==> config.mk <==
export PLATFORM = sky130hd
export DESIGN_NAME = ubx_frame_deframer_core
export DESIGN_NICKNAME = d
export VERILOG_FILES = /design/src/rtl/ubxd_pkg.sv /design/src/rtl/ubxd_parser.sv /design/src/rtl/ubx_frame_deframer_core.sv
export SDC_FILE = /design/constraint.sdc
export NUM_CORES = 1
export LEC_CHECK = 0
export ABC_AREA = 1
export BUFFER_PORTS_ARGS = -buffer_cell sky130_fd_sc_hd__buf_2
export CORE_MARGIN = 5
export CORE_UTILIZATION = 40
export CTS_CLUSTER_DIAMETER = 30
export DETAILED_ROUTE_END_ITERATION = 8
export PLACE_DENSITY_LB_ADDON = 0.3
export SYNTH_ARGS = -nofsm -noshare
export SYNTH_HDL_FRONTEND = slang
export SYNTH_SLANG_ARGS = --single-unit
==> constraint.sdc <==
create_clock -name clk -period 6.3 [get_ports clk]
set_clock_uncertainty 0.05 [all_clocks]
set_input_delay 1.26 -clock clk [delete_from_list [all_inputs] [get_ports clk]]
set_output_delay 1.26 -clock clk [all_outputs]
set_load 0.1 [all_outputs]
==> src/rtl/ubxd_pkg.sv <==
// ----------------------------------------------------------------------------
// UBX deframer package
// Shared phase encoding, event codes and the result record of the parser.
// ----------------------------------------------------------------------------
package ubxd_pkg;

  localparam int unsigned MAX_PAYLOAD_DEF = 1024;

  localparam logic [7:0] SYNC_FIRST  = 8'hB5;
  localparam logic [7:0] SYNC_SECOND = 8'h62;

  localparam logic [2:0] EV_NONE    = 3'd0;
  localparam logic [2:0] EV_DATA    = 3'd1;
  localparam logic [2:0] EV_OK      = 3'd2;
  localparam logic [2:0] EV_BADSUM  = 3'd3;
  localparam logic [2:0] EV_TOOLONG = 3'd4;

  typedef enum logic [3:0] {
    PH_SYNC1   = 4'd0,
    PH_SYNC2   = 4'd1,
    PH_CLASS   = 4'd2,
    PH_ID      = 4'd3,
    PH_LEN1    = 4'd4,
    PH_LEN2    = 4'd5,
    PH_PAYLOAD = 4'd6,
    PH_CKA     = 4'd7,
    PH_CKB     = 4'd8
  } phase_t;

  typedef struct packed {
    logic [2:0]  ev;
    logic [7:0]  data_byte;
    logic [15:0] byte_index;
    logic [7:0]  msg_class;
    logic [7:0]  msg_id;
    logic [15:0] msg_len;
  } res_t;

endpackage

==> src/rtl/ubxd_parser.sv <==
// ----------------------------------------------------------------------------
// UBX frame parser
// Per-byte phase machine with Fletcher-8 checksum; one byte per step strobe.
// ----------------------------------------------------------------------------
module ubxd_parser #(
  parameter int unsigned MAX_PAYLOAD = ubxd_pkg::MAX_PAYLOAD_DEF
) (
  input  logic           clk,
  input  logic           rst_n,
  input  logic           step,
  input  logic [7:0]     rx_byte,
  output ubxd_pkg::res_t res
);

  localparam logic [15:0] MaxLen = 16'(MAX_PAYLOAD);

  ubxd_pkg::phase_t phase_r, phase_nxt;
  logic [7:0]  sum_a_r, sum_a_nxt;
  logic [7:0]  sum_b_r, sum_b_nxt;
  logic [7:0]  class_r, class_nxt;
  logic [7:0]  id_r, id_nxt;
  logic [15:0] len_r, len_nxt;
  logic [15:0] cnt_r, cnt_nxt;

  logic [7:0]  acc_a;
  logic [7:0]  acc_b;
  logic [15:0] len_full;
  logic [15:0] cnt_inc;

  assign acc_a    = sum_a_r + rx_byte;
  assign acc_b    = sum_b_r + acc_a;
  assign len_full = {rx_byte, len_r[7:0]};
  assign cnt_inc  = cnt_r + 16'd1;

  // next state
  always_comb begin
    phase_nxt = phase_r;
    sum_a_nxt = sum_a_r;
    sum_b_nxt = sum_b_r;
    class_nxt = class_r;
    id_nxt    = id_r;
    len_nxt   = len_r;
    cnt_nxt   = cnt_r;
    case (phase_r)
      ubxd_pkg::PH_SYNC1: begin
        if (rx_byte == ubxd_pkg::SYNC_FIRST) phase_nxt = ubxd_pkg::PH_SYNC2;
      end
      ubxd_pkg::PH_SYNC2: begin
        if (rx_byte == ubxd_pkg::SYNC_SECOND) begin
          phase_nxt = ubxd_pkg::PH_CLASS;
          sum_a_nxt = '0;
          sum_b_nxt = '0;
        end else begin
          phase_nxt = ubxd_pkg::PH_SYNC1;
        end
      end
      ubxd_pkg::PH_CLASS: begin
        class_nxt = rx_byte;
        sum_a_nxt = acc_a;
        sum_b_nxt = acc_b;
        phase_nxt = ubxd_pkg::PH_ID;
      end
      ubxd_pkg::PH_ID: begin
        id_nxt    = rx_byte;
        sum_a_nxt = acc_a;
        sum_b_nxt = acc_b;
        phase_nxt = ubxd_pkg::PH_LEN1;
      end
      ubxd_pkg::PH_LEN1: begin
        len_nxt   = {8'h00, rx_byte};
        sum_a_nxt = acc_a;
        sum_b_nxt = acc_b;
        phase_nxt = ubxd_pkg::PH_LEN2;
      end
      ubxd_pkg::PH_LEN2: begin
        len_nxt   = len_full;
        sum_a_nxt = acc_a;
        sum_b_nxt = acc_b;
        if (len_full == 16'd0) begin
          phase_nxt = ubxd_pkg::PH_CKA;
        end else if (len_full <= MaxLen) begin
          cnt_nxt   = '0;
          phase_nxt = ubxd_pkg::PH_PAYLOAD;
        end else begin
          phase_nxt = ubxd_pkg::PH_SYNC1;
        end
      end
      ubxd_pkg::PH_PAYLOAD: begin
        sum_a_nxt = acc_a;
        sum_b_nxt = acc_b;
        cnt_nxt   = cnt_inc;
        if (cnt_inc >= len_r) phase_nxt = ubxd_pkg::PH_CKA;
      end
      ubxd_pkg::PH_CKA: begin
        phase_nxt = (rx_byte == sum_a_r) ? ubxd_pkg::PH_CKB : ubxd_pkg::PH_SYNC1;
      end
      ubxd_pkg::PH_CKB: begin
        phase_nxt = ubxd_pkg::PH_SYNC1;
      end
      default: begin
        phase_nxt = ubxd_pkg::PH_SYNC1;
      end
    endcase
  end

  // result of the current byte
  always_comb begin
    res            = '0;
    res.msg_class  = class_nxt;
    res.msg_id     = id_nxt;
    res.msg_len    = len_nxt;
    case (phase_r)
      ubxd_pkg::PH_LEN2: begin
        if (len_full > MaxLen) res.ev = ubxd_pkg::EV_TOOLONG;
      end
      ubxd_pkg::PH_PAYLOAD: begin
        res.ev         = ubxd_pkg::EV_DATA;
        res.data_byte  = rx_byte;
        res.byte_index = cnt_r;
      end
      ubxd_pkg::PH_CKA: begin
        if (rx_byte != sum_a_r) res.ev = ubxd_pkg::EV_BADSUM;
      end
      ubxd_pkg::PH_CKB: begin
        res.ev = (rx_byte == sum_b_r) ? ubxd_pkg::EV_OK : ubxd_pkg::EV_BADSUM;
      end
      default: begin
        res.ev = ubxd_pkg::EV_NONE;
      end
    endcase
  end

  always_ff @(posedge clk) begin
    if (!rst_n) begin
      phase_r <= ubxd_pkg::PH_SYNC1;
      sum_a_r <= '0;
      sum_b_r <= '0;
      class_r <= '0;
      id_r    <= '0;
      len_r   <= '0;
      cnt_r   <= '0;
    end else if (step) begin
      phase_r <= phase_nxt;
      sum_a_r <= sum_a_nxt;
      sum_b_r <= sum_b_nxt;
      class_r <= class_nxt;
      id_r    <= id_nxt;
      len_r   <= len_nxt;
      cnt_r   <= cnt_nxt;
    end
  end

  a_ckb_returns: assert property (@(posedge clk) disable iff (!rst_n)
    step && phase_r == ubxd_pkg::PH_CKB |=> phase_r == ubxd_pkg::PH_SYNC1)
    else $error("parser did not return to hunting after second checksum byte");

  a_payload_count: assert property (@(posedge clk) disable iff (!rst_n)
    phase_r == ubxd_pkg::PH_PAYLOAD |-> cnt_r < len_r && len_r <= MaxLen)
    else $error("payload count out of range of declared length");

  a_hold_idle: assert property (@(posedge clk) disable iff (!rst_n)
    !step |=> $stable(phase_r) && $stable(sum_a_r) && $stable(sum_b_r))
    else $error("parser state moved without a step");

endmodule

==> src/rtl/ubx_frame_deframer_core.sv <==
// ----------------------------------------------------------------------------
// UBX frame deframer core
// Byte stream in, one parse result per byte out (payload bytes and verdicts).
// ----------------------------------------------------------------------------
// Path: the input byte is registered in the input stage, and the parser result
// is registered in the result register that drives out_tvalid and out_tdata.
// Throughput: one byte per cycle while out_tready is high; input register feeds
// parser, result register parts the two sides, so a stalled output holds two bytes in flight at most.
// Reset (rst_n low, synchronous): parser hunts for first sync byte, checksums
// and header fields cleared, both pipeline registers emptied.
module ubx_frame_deframer_core #(
  parameter int unsigned MAX_PAYLOAD = ubxd_pkg::MAX_PAYLOAD_DEF
) (
  input  logic        clk,
  input  logic        rst_n,
  input  logic        in_tvalid,
  output logic        in_tready,
  input  logic [7:0]  in_tdata,   // [7:0] rx_byte
  output logic        out_tvalid,
  input  logic        out_tready,
  output logic [55:0] out_tdata,  // [7:0] data_byte, [23:8] byte_index,
                                  // [31:24] msg_class, [39:32] msg_id,
                                  // [55:40] msg_len
  output logic [2:0]  out_tuser   // [2:0] event_res
);

  logic           s1_vld_r;
  logic [7:0]     s1_byte_r;
  logic           out_vld_r;
  ubxd_pkg::res_t out_res_r;
  ubxd_pkg::res_t res;
  logic           advance;
  logic           step;

  assign advance   = !out_vld_r || out_tready;
  assign step      = s1_vld_r && advance;
  assign in_tready = !s1_vld_r || advance;

  ubxd_parser #(
    .MAX_PAYLOAD(MAX_PAYLOAD)
  ) u_parser (
    .clk    (clk),
    .rst_n  (rst_n),
    .step   (step),
    .rx_byte(s1_byte_r),
    .res    (res)
  );

  always_ff @(posedge clk) begin
    if (!rst_n) begin
      s1_vld_r <= 1'b0;
    end else if (in_tready) begin
      s1_vld_r <= in_tvalid;
    end
  end

  always_ff @(posedge clk) begin
    if (in_tready && in_tvalid) s1_byte_r <= in_tdata;
  end

  always_ff @(posedge clk) begin
    if (!rst_n) begin
      out_vld_r <= 1'b0;
    end else if (advance) begin
      out_vld_r <= s1_vld_r;
    end
  end

  always_ff @(posedge clk) begin
    if (step) out_res_r <= res;
  end

  assign out_tvalid = out_vld_r;
  assign out_tuser  = out_res_r.ev;
  assign out_tdata  = {out_res_r.msg_len, out_res_r.msg_id, out_res_r.msg_class,
                       out_res_r.byte_index, out_res_r.data_byte};

  a_s1_hold: assert property (@(posedge clk) disable iff (!rst_n)
    s1_vld_r && !advance |=> s1_vld_r && $stable(s1_byte_r))
    else $error("input stage lost a byte while output stalled");

  a_data_zero: assert property (@(posedge clk) disable iff (!rst_n)
    out_vld_r && out_res_r.ev != ubxd_pkg::EV_DATA |->
      out_res_r.data_byte == 8'd0 && out_res_r.byte_index == 16'd0)
    else $error("payload fields set on a non-data result");

  a_step_fills: assert property (@(posedge clk) disable iff (!rst_n)
    step |=> out_vld_r)
    else $error("parser step did not produce a result");

endmodule

==> results.json, run 1 <==
{
  "status": "finished clean",
  "overflow": 0,
  "fin_crit_sh_pct": 52.28,
  "finalWirelength_um": 15700,
  "syn2layout_area_growth_pct": 17.71,
  "hold_path_class": "reg -> reg",
  "syn-num-nets": 854,
  "hold_violations": 0,
  "initial_core_util_pct": 41.00,
  "path_max_fanout": 6,
  "insertion_delay_ps": 420,
  "drt_iter0_drc": 398,
  "syn_area_um2": 6848,
  "nets": 925,
  "synth_top_area_cell": "edfxtp_1",
  "viasPerCell": 4.890,
  "crit_arrival_ps": 3510,
  "clockBufferDepth": 2,
  "synth-warning-count": 0,
  "cp-end-kind": "flip-flop",
  "netlist_instances": 809,
  "synth_area_leaders": "edfxtp_1, dfxtp_1, nand2_1, inv_1, ha_1",
  "ctsHoldBuffers": 0,
  "io_pins": 73,
  "async_flop_share_pct": 0,
  "power_mw": 2.383,
  "max_cap_violations": 0,
  "n_antenna_cell": 0,
  "gp_congestion": 0.8069,
  "cts_setup_buffers": 0,
  "die-height_um": 140.8,
  "place_hpwl_um": 10880,
  "core_um2": 16700,
  "synth_top_area_share_pct": 29.38,
  "die_area_um2": 19840,
  "tns_ps": 0,
  "synth.distinct_cells": 40,
  "tritoncts": "yes",
  "max_freq_mhz": 303.6,
  "grt_usage_pct": 16.45,
  "vias": 5443,
  "cts.clk_slew.worst_paths_ps": 60,
  "ys_seq_area_share_pct": 49.84,
  "grt_max_degree": 71,
  "htreeDepth": 4,
  "timing.critical_path.mode_cell": "nand2_1",
  "grt_pass1_vias": 5108,
  "synth.most_common_cell": "nand2_1",
  "path_delay_family": "simple AND/OR/NAND/NOR gates",
  "worstPathRequired_ps": 6510,
  "drc": 0,
  "worst-setup-path-type": "reg -> reg",
  "synth_ff_type": "dfxtp_1",
  "p_leak_nw": 3.443,
  "portBuffers": 72,
  "worstSetupStartpointType": "flip-flop",
  "crit_chain": "inv_1 > fa_1 > o21ai_0 > nand2_1 > nand2_1 > a21oi_1 > inv_1 > nand2_1 > and2_1 > ha_1 > nand2_1 > inv_1 > nand4_1 > nand3_1 > nand3_1 > nand3_1 > a21oi_1",
  "critPathBufInv": 3,
  "cp_slowest_cell": "edfxtp_1",
  "slew_viol_final": 0,
  "post_drt_wl_per_cell_um": 14.11,
  "cts-root-buf": "clkbuf_16",
  "synth_edf_count": 67,
  "drt_pass1_iterations": 4,
  "cts-buffers-inserted": 17,
  "rsz0062_at_grt": "no",
  "antenna_found_initial": 0,
  "min_period_ps": 3294,
  "antenna_left": 0,
  "synth_seq_cells": 137,
  "cts_sinks": 137,
  "syn_area_per_cell_um2": 8.465,
  "rows": 47,
  "cts_resized": 0,
  "whs_ps": 416.1,
  "fin_util_pct": 48.26,
  "vdd_drop_max_mv": 0.1881,
  "slew-limit-headroom_pct": 42.32,
  "die_w_um": 140.8,
  "layout-drive-gt1-share_pct": 16.13,
  "power_density_nw_per_um2": 295.7,
  "finalSetupViolCount": 0,
  "synth.top_cells.by_count": "nand2_1, inv_1, dfxtp_1",
  "grt_pass1_wl_um": 26060,
  "tightest_slew_ps": 862.0,
  "max_stage_delay_ps": 520
}
==> cell usage in the layout, fill, tap and decap left out, drive strengths merged, types with 9 or more instances in the layout <==
cell type / Yosys / final
clkbuf: 13 / 20
nor2: 72 / 72
nand2: 167 / 167
inv: 126 / 127
buf: 10 / 75
nand4: 10 / 10
xor2: 15 / 15
a21oi: 76 / 76
edfxtp: 67 / 67
o21ai: 63 / 63
nor3: 9 / 9
dfxtp: 70 / 70
ha: 31 / 31
nand3: 41 / 41
==> kinds of logic after synthesis <==
| kind of cell | synth area share (%) |
|---|---|
| simple gates | 19.99 |
| fa+ha+maj | 6.249 |
| flops | 49.84 |
| buf+inv | 8.569 |
| xor+xnor | 2.814 |
| compound gates | 12.53 |
==> per-layer routing <==
layer | GRT usage, % | vias up | routed length, um
met5 | 0 | - | 0
met4 | 6.833 | 0 | 310
met3 | 3.319 | 22 | 1042
met2 | 26.11 | 179 | 7120
met1 | 22.01 | 2443 | 7231
li1 | - | 2799 | -
==> sequential cells by signal, indices dropped and copies added, names as in the netlist <==
signal            flops
u_parser.id_r         8
u_parser.phase_r      4
u_parser.class_r      8
u_parser.sum_a_r      8
s1_byte_r             8
out_tvalid            1
out_tdata            56
u_parser.len_r       16
s1_vld_r              1
u_parser.cnt_r       16
out_tuser             3
u_parser.sum_b_r      8
==> power breakdown <==
| part | total, mW | internal [mW] | switching [mW] | leakage [nW] |
|---|---|---|---|---|
| Sequential | 0.992 | 0.975 | 0.0167 | 1.20 |
| Clock | 1.11 | 0.742 | 0.371 | 0.318 |
| Combinational | 0.278 | 0.0495 | 0.229 | 1.92 |
==> tightest hold or removal path, stage by stage, from the launching register on <==
cell     delay (ps)
dfxtp_1         310
nand2_1          60
a21oi_1          60
==> final cells by class <==
class / instances / area, um^2
clock buffers: 20 / 436.7
clock inverters: 12 / 224.0
fillers: 1643 / 8641
inverters: 128 / 480.5
multi-input cells: 521 / 2848
flip-flops and latches: 137 / 3413
well taps: 220 / 275.3
repair buffers: 75 / 382.9
==> path summary, 6_finish.rpt <==
kind,startpoint,to,slack (ps),cells after the start
setup reg to reg,s1_byte_r[1]$_DFFE_PP_,u_parser.sum_b_r[7]$_SDFFE_PN0P_,3010,17
setup / recovery,s1_byte_r[1]$_DFFE_PP_,u_parser.sum_b_r[7]$_SDFFE_PN0P_,3010,17
hold reg to reg,u_parser.cnt_r[15]$_SDFFE_PN0P_,u_parser.cnt_r[15]$_SDFFE_PN0P_,420,2
hold / removal,u_parser.cnt_r[15]$_SDFFE_PN0P_,u_parser.cnt_r[15]$_SDFFE_PN0P_,420,2
==> stage by stage <==
| stage | std cells | cell area, um^2 | setup slack, ps |
|---|---|---|---|
| after floorplan | 809 | 6848 | 2431 |
| after global placement | 1081 | 7400 | 2852 |
| after detailed placement | 1081 | 7400 | 2830 |
| after CTS | 1113 | 8060 | 3019 |
| after global routing | 1113 | 8060 | 2751 |
| final | 1113 | 8060 | 3006 |
Power figures use the tool's default switching activity.
==> inputs of run 2 (changes only) <==
==> constraint.sdc (replaced) <==
create_clock -name clk -period 3.16 [get_ports clk]
set_clock_uncertainty 0.05 [all_clocks]
set_input_delay 0.632 -clock clk [delete_from_list [all_inputs] [get_ports clk]]
set_output_delay 0.632 -clock clk [all_outputs]
set_load 0.1 [all_outputs]
==> results.json, run 2 (synthesized netlist as in run 1, its figures left out) <==
{
  "status": "finished clean",
  "drt_iter0_drc": 350,
  "max_stage_delay_ps": 450,
  "cts-buffers-inserted": 17,
  "min_from": "in_tdata[3]",
  "antenna_found_initial": 0,
  "layout_setup_ws_ps": 366.3,
  "crit_chain": "ha_1 > inv_1 > fa_1 > o21ai_1 > nand2_1 > nand2_1 > a21oi_1 > inv_1 > nand2_1 > and2_1 > ha_1 > nand2_1 > inv_1 > nand4_1 > nand3_1 > nand3_1 > nand3_1 > a21oi_1",
  "hold_violations": 0,
  "drt_pass1_iterations": 5,
  "ctsHoldBuffers": 0,
  "layout-drive-gt1-share_pct": 16.92,
  "timing.critical_path.mode_cell": "nand2_1",
  "tritoncts": "yes",
  "vias": 5463,
  "crit-reg2reg-launch": "s1_byte_r[0]$_DFFE_PP_",
  "hold_path_class": "in -> reg",
  "antenna_left": 0,
  "finalSetupViolCount": 0,
  "tns_ps": 0,
  "overflow": 0,
  "cp_slowest_cell": "edfxtp_1",
  "grt_pass1_wl_um": 26270,
  "htreeDepth": 4,
  "die_w_um": 140.8,
  "tightest_slew_ps": 779.8,
  "slew_viol_final": 0,
  "path_delay_family": "adder cells",
  "core_um2": 16700,
  "vdd_drop_max_mv": 0.3902,
  "clockBufferDepth": 2,
  "finalWirelength_um": 15990,
  "die_area_um2": 19840,
  "rows": 47,
  "setup.worst_path.start": "s1_byte_r[0]$_DFFE_PP_",
  "grt_usage_pct": 16.60,
  "grt_max_degree": 59,
  "cts_sinks": 137,
  "die-height_um": 140.8,
  "cp-end-kind": "flip-flop",
  "critPathBufInv": 3,
  "power_density_nw_per_um2": 538.8,
  "place_hpwl_um": 11140,
  "drc": 0,
  "worstSetupStartpointType": "flip-flop",
  "post_drt_wl_per_cell_um": 14.22,
  "io_pins": 73,
  "insertion_delay_ps": 420,
  "cts.clk_slew.worst_paths_ps": 60,
  "max_freq_mhz": 357.9,
  "nets": 936,
  "n_antenna_cell": 0,
  "worstPathRequired_ps": 3420,
  "portBuffers": 72,
  "syn2layout_area_growth_pct": 17.18,
  "initial_core_util_pct": 41.00,
  "gp_congestion": 0.8866,
  "min_period_ps": 2794,
  "crit_arrival_ps": 3050,
  "slew-limit-headroom_pct": 48.00,
  "layout_common_cells": "nand2_1, inv_1, buf_2",
  "largest_reg_flops": 56,
  "worst-setup-path-type": "reg -> reg",
  "cts-root-buf": "clkbuf_16",
  "viasPerCell": 4.860,
  "grt_pass1_vias": 5113,
  "fin_crit_sh_pct": 88.41,
  "cts_setup_buffers": 0,
  "p_leak_nw": 3.436,
  "path_max_fanout": 6,
  "max_cap_violations": 0,
  "place_ws_ps": 278.0,
  "rsz0062_at_grt": "no",
  "final_common_cell": "nand2_1"
}
-- run 2: through the flow --
stage                     instances  power (mW)  util [%]  hold WS, ps  instance area [um^2]
after global placement         1092       2.577     44.88        402.0                  7496
after CTS                      1124       4.363     48.01        318.8                  8019
after detailed placement       1092       2.582     44.88        413.0                  7496
final                          1124       4.323     48.04        336.4                  8024
after floorplan                 809       2.464         -        393.7                  6849
after global routing           1124       4.492     48.04        325.3                  8024
-- run 2: worst paths after layout --
path                            cells after the start  slack [ps]                                to
worst max-delay path                               18         370  u_parser.sum_b_r[7]$_SDFFE_PN0P_
worst min-delay path                                1         340            s1_byte_r[3]$_DFFE_PP_
worst max register to register                     18         370  u_parser.sum_b_r[7]$_SDFFE_PN0P_
worst min register to register                      2         420  u_parser.sum_a_r[4]$_SDFFE_PN0P_
-- run 2: power by group --
group	switching [mW]	internal, mW
Clock	0.715	1.06
Combinational	0.464	0.107
Sequential	0.0289	1.94
Total	1.21	3.11
-- run 2: what timing repair did --
item / CTS / global route
hold endpoints to repair: 0 / 0
endpoints found under the setup margin: 0 / 2
resized for setup: 0 / 2
-- run 2: cell type report --
type,instances,area [um^2]
Fill cell,1661,8677
Sequential cell,137,3413
Multi-Input combinational cell,521,2853
Inverter,128,481.7
Timing Repair Buffer,86,478.0
Clock buffer,21,440.4
Tap cell,220,275.3
Clock inverter,11,82.58
-- run 2: layer usage --
metal	wire, um	GRT usage (%)	share of wire, %	up-vias
met5	0	0	0	-
met4	354	6.323	2.2	0
met3	979	3.894	6.1	32
met2	7034	25.68	44	145
met1	7618	22.66	48	2460
li1	-	-	-	2826
==> inputs of run 3 (changes only) <==
--- a/config.mk
+++ b/config.mk
@@ -6,12 +6,15 @@
 export NUM_CORES = 1
 export LEC_CHECK = 0
 export ABC_AREA = 1
+export ABC_CLOCK_PERIOD_IN_PS = 3160
 export BUFFER_PORTS_ARGS = -buffer_cell sky130_fd_sc_hd__buf_2
 export CORE_MARGIN = 5
 export CORE_UTILIZATION = 40
+export CTS_BUF_LIST = sky130_fd_sc_hd__clkbuf_4
 export CTS_CLUSTER_DIAMETER = 30
 export DETAILED_ROUTE_END_ITERATION = 8
 export PLACE_DENSITY_LB_ADDON = 0.3
+export SKIP_LAST_GASP = 1
 export SYNTH_ARGS = -nofsm -noshare
 export SYNTH_HDL_FRONTEND = slang
 export SYNTH_SLANG_ARGS = --single-unit
==> results.json, run 3 (synthesized netlist as in run 1, its figures left out) <==
{
  "status": "finished clean",
  "cts_resized": 0,
  "ctsHoldBuffers": 0,
  "place_hpwl_um": 11140,
  "clockBufferDepth": 2,
  "grt_pass1_vias": 5112,
  "grt_pass1_wl_um": 26210,
  "cts.clk_slew.worst_paths_ps": 120,
  "initial_core_util_pct": 41.00,
  "numPlacedInstances": 1092,
  "max_stage_delay_ps": 470,
  "layout-drive-gt1-share_pct": 17.37,
  "htreeDepth": 4,
  "tightest_slew_ps": 755.7,
  "slew-limit-headroom_pct": 49.61,
  "grt_max_degree": 59,
  "routed-wl-met3_um": 898,
  "drt_iter0_drc": 391,
  "slew_viol_final": 0,
  "worstPathRequired_ps": 3610,
  "min_period_ps": 2802,
  "timing.critical_path.mode_cell": "nand2_1",
  "critPathBufInv": 4,
  "path_delay_family": "adder cells",
  "max_cap_violations": 0,
  "viasPerCell": 4.886,
  "hold_path_class": "in -> reg",
  "grt_usage_pct": 16.50,
  "portBuffers": 72,
  "crit_arrival_ps": 3250,
  "p_leak_nw": 3.318,
  "rsz0062_at_grt": "no",
  "core_um2": 16700,
  "power_density_nw_per_um2": 460.8,
  "multiInputGateArea_um2": 2853,
  "vias": 5497,
  "tns_ps": 0,
  "die_area_um2": 19840,
  "io_pins": 73,
  "met2WireLength_um": 7066,
  "regArea_um2": 3413,
  "worst-setup-path-type": "reg -> reg",
  "finalSetupViolCount": 0,
  "drc": 0,
  "post_drt_wl_per_cell_um": 14.19,
  "syn2layout_area_growth_pct": 13.08,
  "rows": 47,
  "cp_slowest_cell": "edfxtp_1",
  "worstSetupStartpointType": "flip-flop",
  "drt_pass1_iterations": 5,
  "cts-buffers-inserted": 17,
  "vdd_drop_max_mv": 0.2083,
  "overflow": 0,
  "final_common_cell": "nand2_1",
  "nets": 936,
  "gp_congestion": 0.8866,
  "met1Wirelength_um": 7654,
  "layout_common_cells": "nand2_1, inv_1, buf_2",
  "nFillCells": 1684,
  "max_freq_mhz": 356.9,
  "die_w_um": 140.8,
  "hold_violations": 0,
  "antenna_found_initial": 1,
  "highest_layer": "met4",
  "crit_chain": "ha_1 > inv_1 > fa_1 > o21ai_1 > nand2_1 > nand2_1 > a21oi_1 > inv_1 > nand2_1 > and2_1 > ha_1 > nand2_1 > inv_1 > nand4_1 > nand3_1 > inv_1 > nand2_1 > nand3_1 > a21oi_1",
  "finalNonFillerCells": 1125,
  "die-height_um": 140.8,
  "antenna_left": 0,
  "finalWirelength_um": 15960,
  "fin_crit_sh_pct": 88.67,
  "insertion_delay_ps": 560,
  "largest_reg_flops": 56,
  "cts-root-buf": "clkbuf_4",
  "cts_sinks": 137,
  "path_max_fanout": 6,
  "cts_setup_buffers": 0,
  "cp-end-kind": "flip-flop",
  "tritoncts": "yes"
}
-- run 3: where the power goes --
part	leakage (nW)	internal, mW	total, mW	switching [mW]
clock network	0.138	0.410	1.03	0.618
registers	1.20	1.94	1.97	0.0285
logic	1.98	0.107	0.572	0.465
-- run 3: routing by layer --
metal / global-route usage [%] / up-vias
met5: 0 / -
met4: 6.476 / 0
met3: 3.454 / 26
met2: 25.45 / 146
met1: 22.75 / 2507
li1: - / 2818
-- run 3: worst paths after layout --
path                               startpoint  slack (ps)                               end  cells past startpoint
max                    s1_byte_r[0]$_DFFE_PP_         360  u_parser.sum_b_r[7]$_SDFFE_PN0P_                     19
min reg2reg  u_parser.sum_a_r[4]$_SDFFE_PN0P_         430  u_parser.sum_a_r[4]$_SDFFE_PN0P_                      2
min                               in_tdata[3]         200            s1_byte_r[3]$_DFFE_PP_                      1
max reg2reg            s1_byte_r[0]$_DFFE_PP_         360  u_parser.sum_b_r[7]$_SDFFE_PN0P_                     19
-- run 3: metrics by stage --
stage	setup slack (ps)	util, %	hold slack (ps)	power (mW)	area [um^2]
floorplan	344.1	-	393.7	2.464	6849
global placement	332.1	44.88	402.0	2.577	7496
detailed placement	278.0	44.88	413.0	2.582	7496
CTS	274.6	46.32	154.8	3.606	7736
global route	82.39	46.37	153.4	3.739	7744
finish	358.2	46.37	197.4	3.569	7744
-- run 3: cell type report --
| type | instances | share of cell area [%] |
|---|---|---|
| Multi-Input combinational cell | 521 | 36.84 |
| Timing Repair Buffer | 86 | 6.172 |
| Inverter | 128 | 6.221 |
| Clock buffer | 21 | 2.036 |
| Antenna cell | 1 | 0.03232 |
| Tap cell | 220 | 3.555 |
| Sequential cell | 137 | 44.08 |
| Clock inverter | 11 | 1.066 |
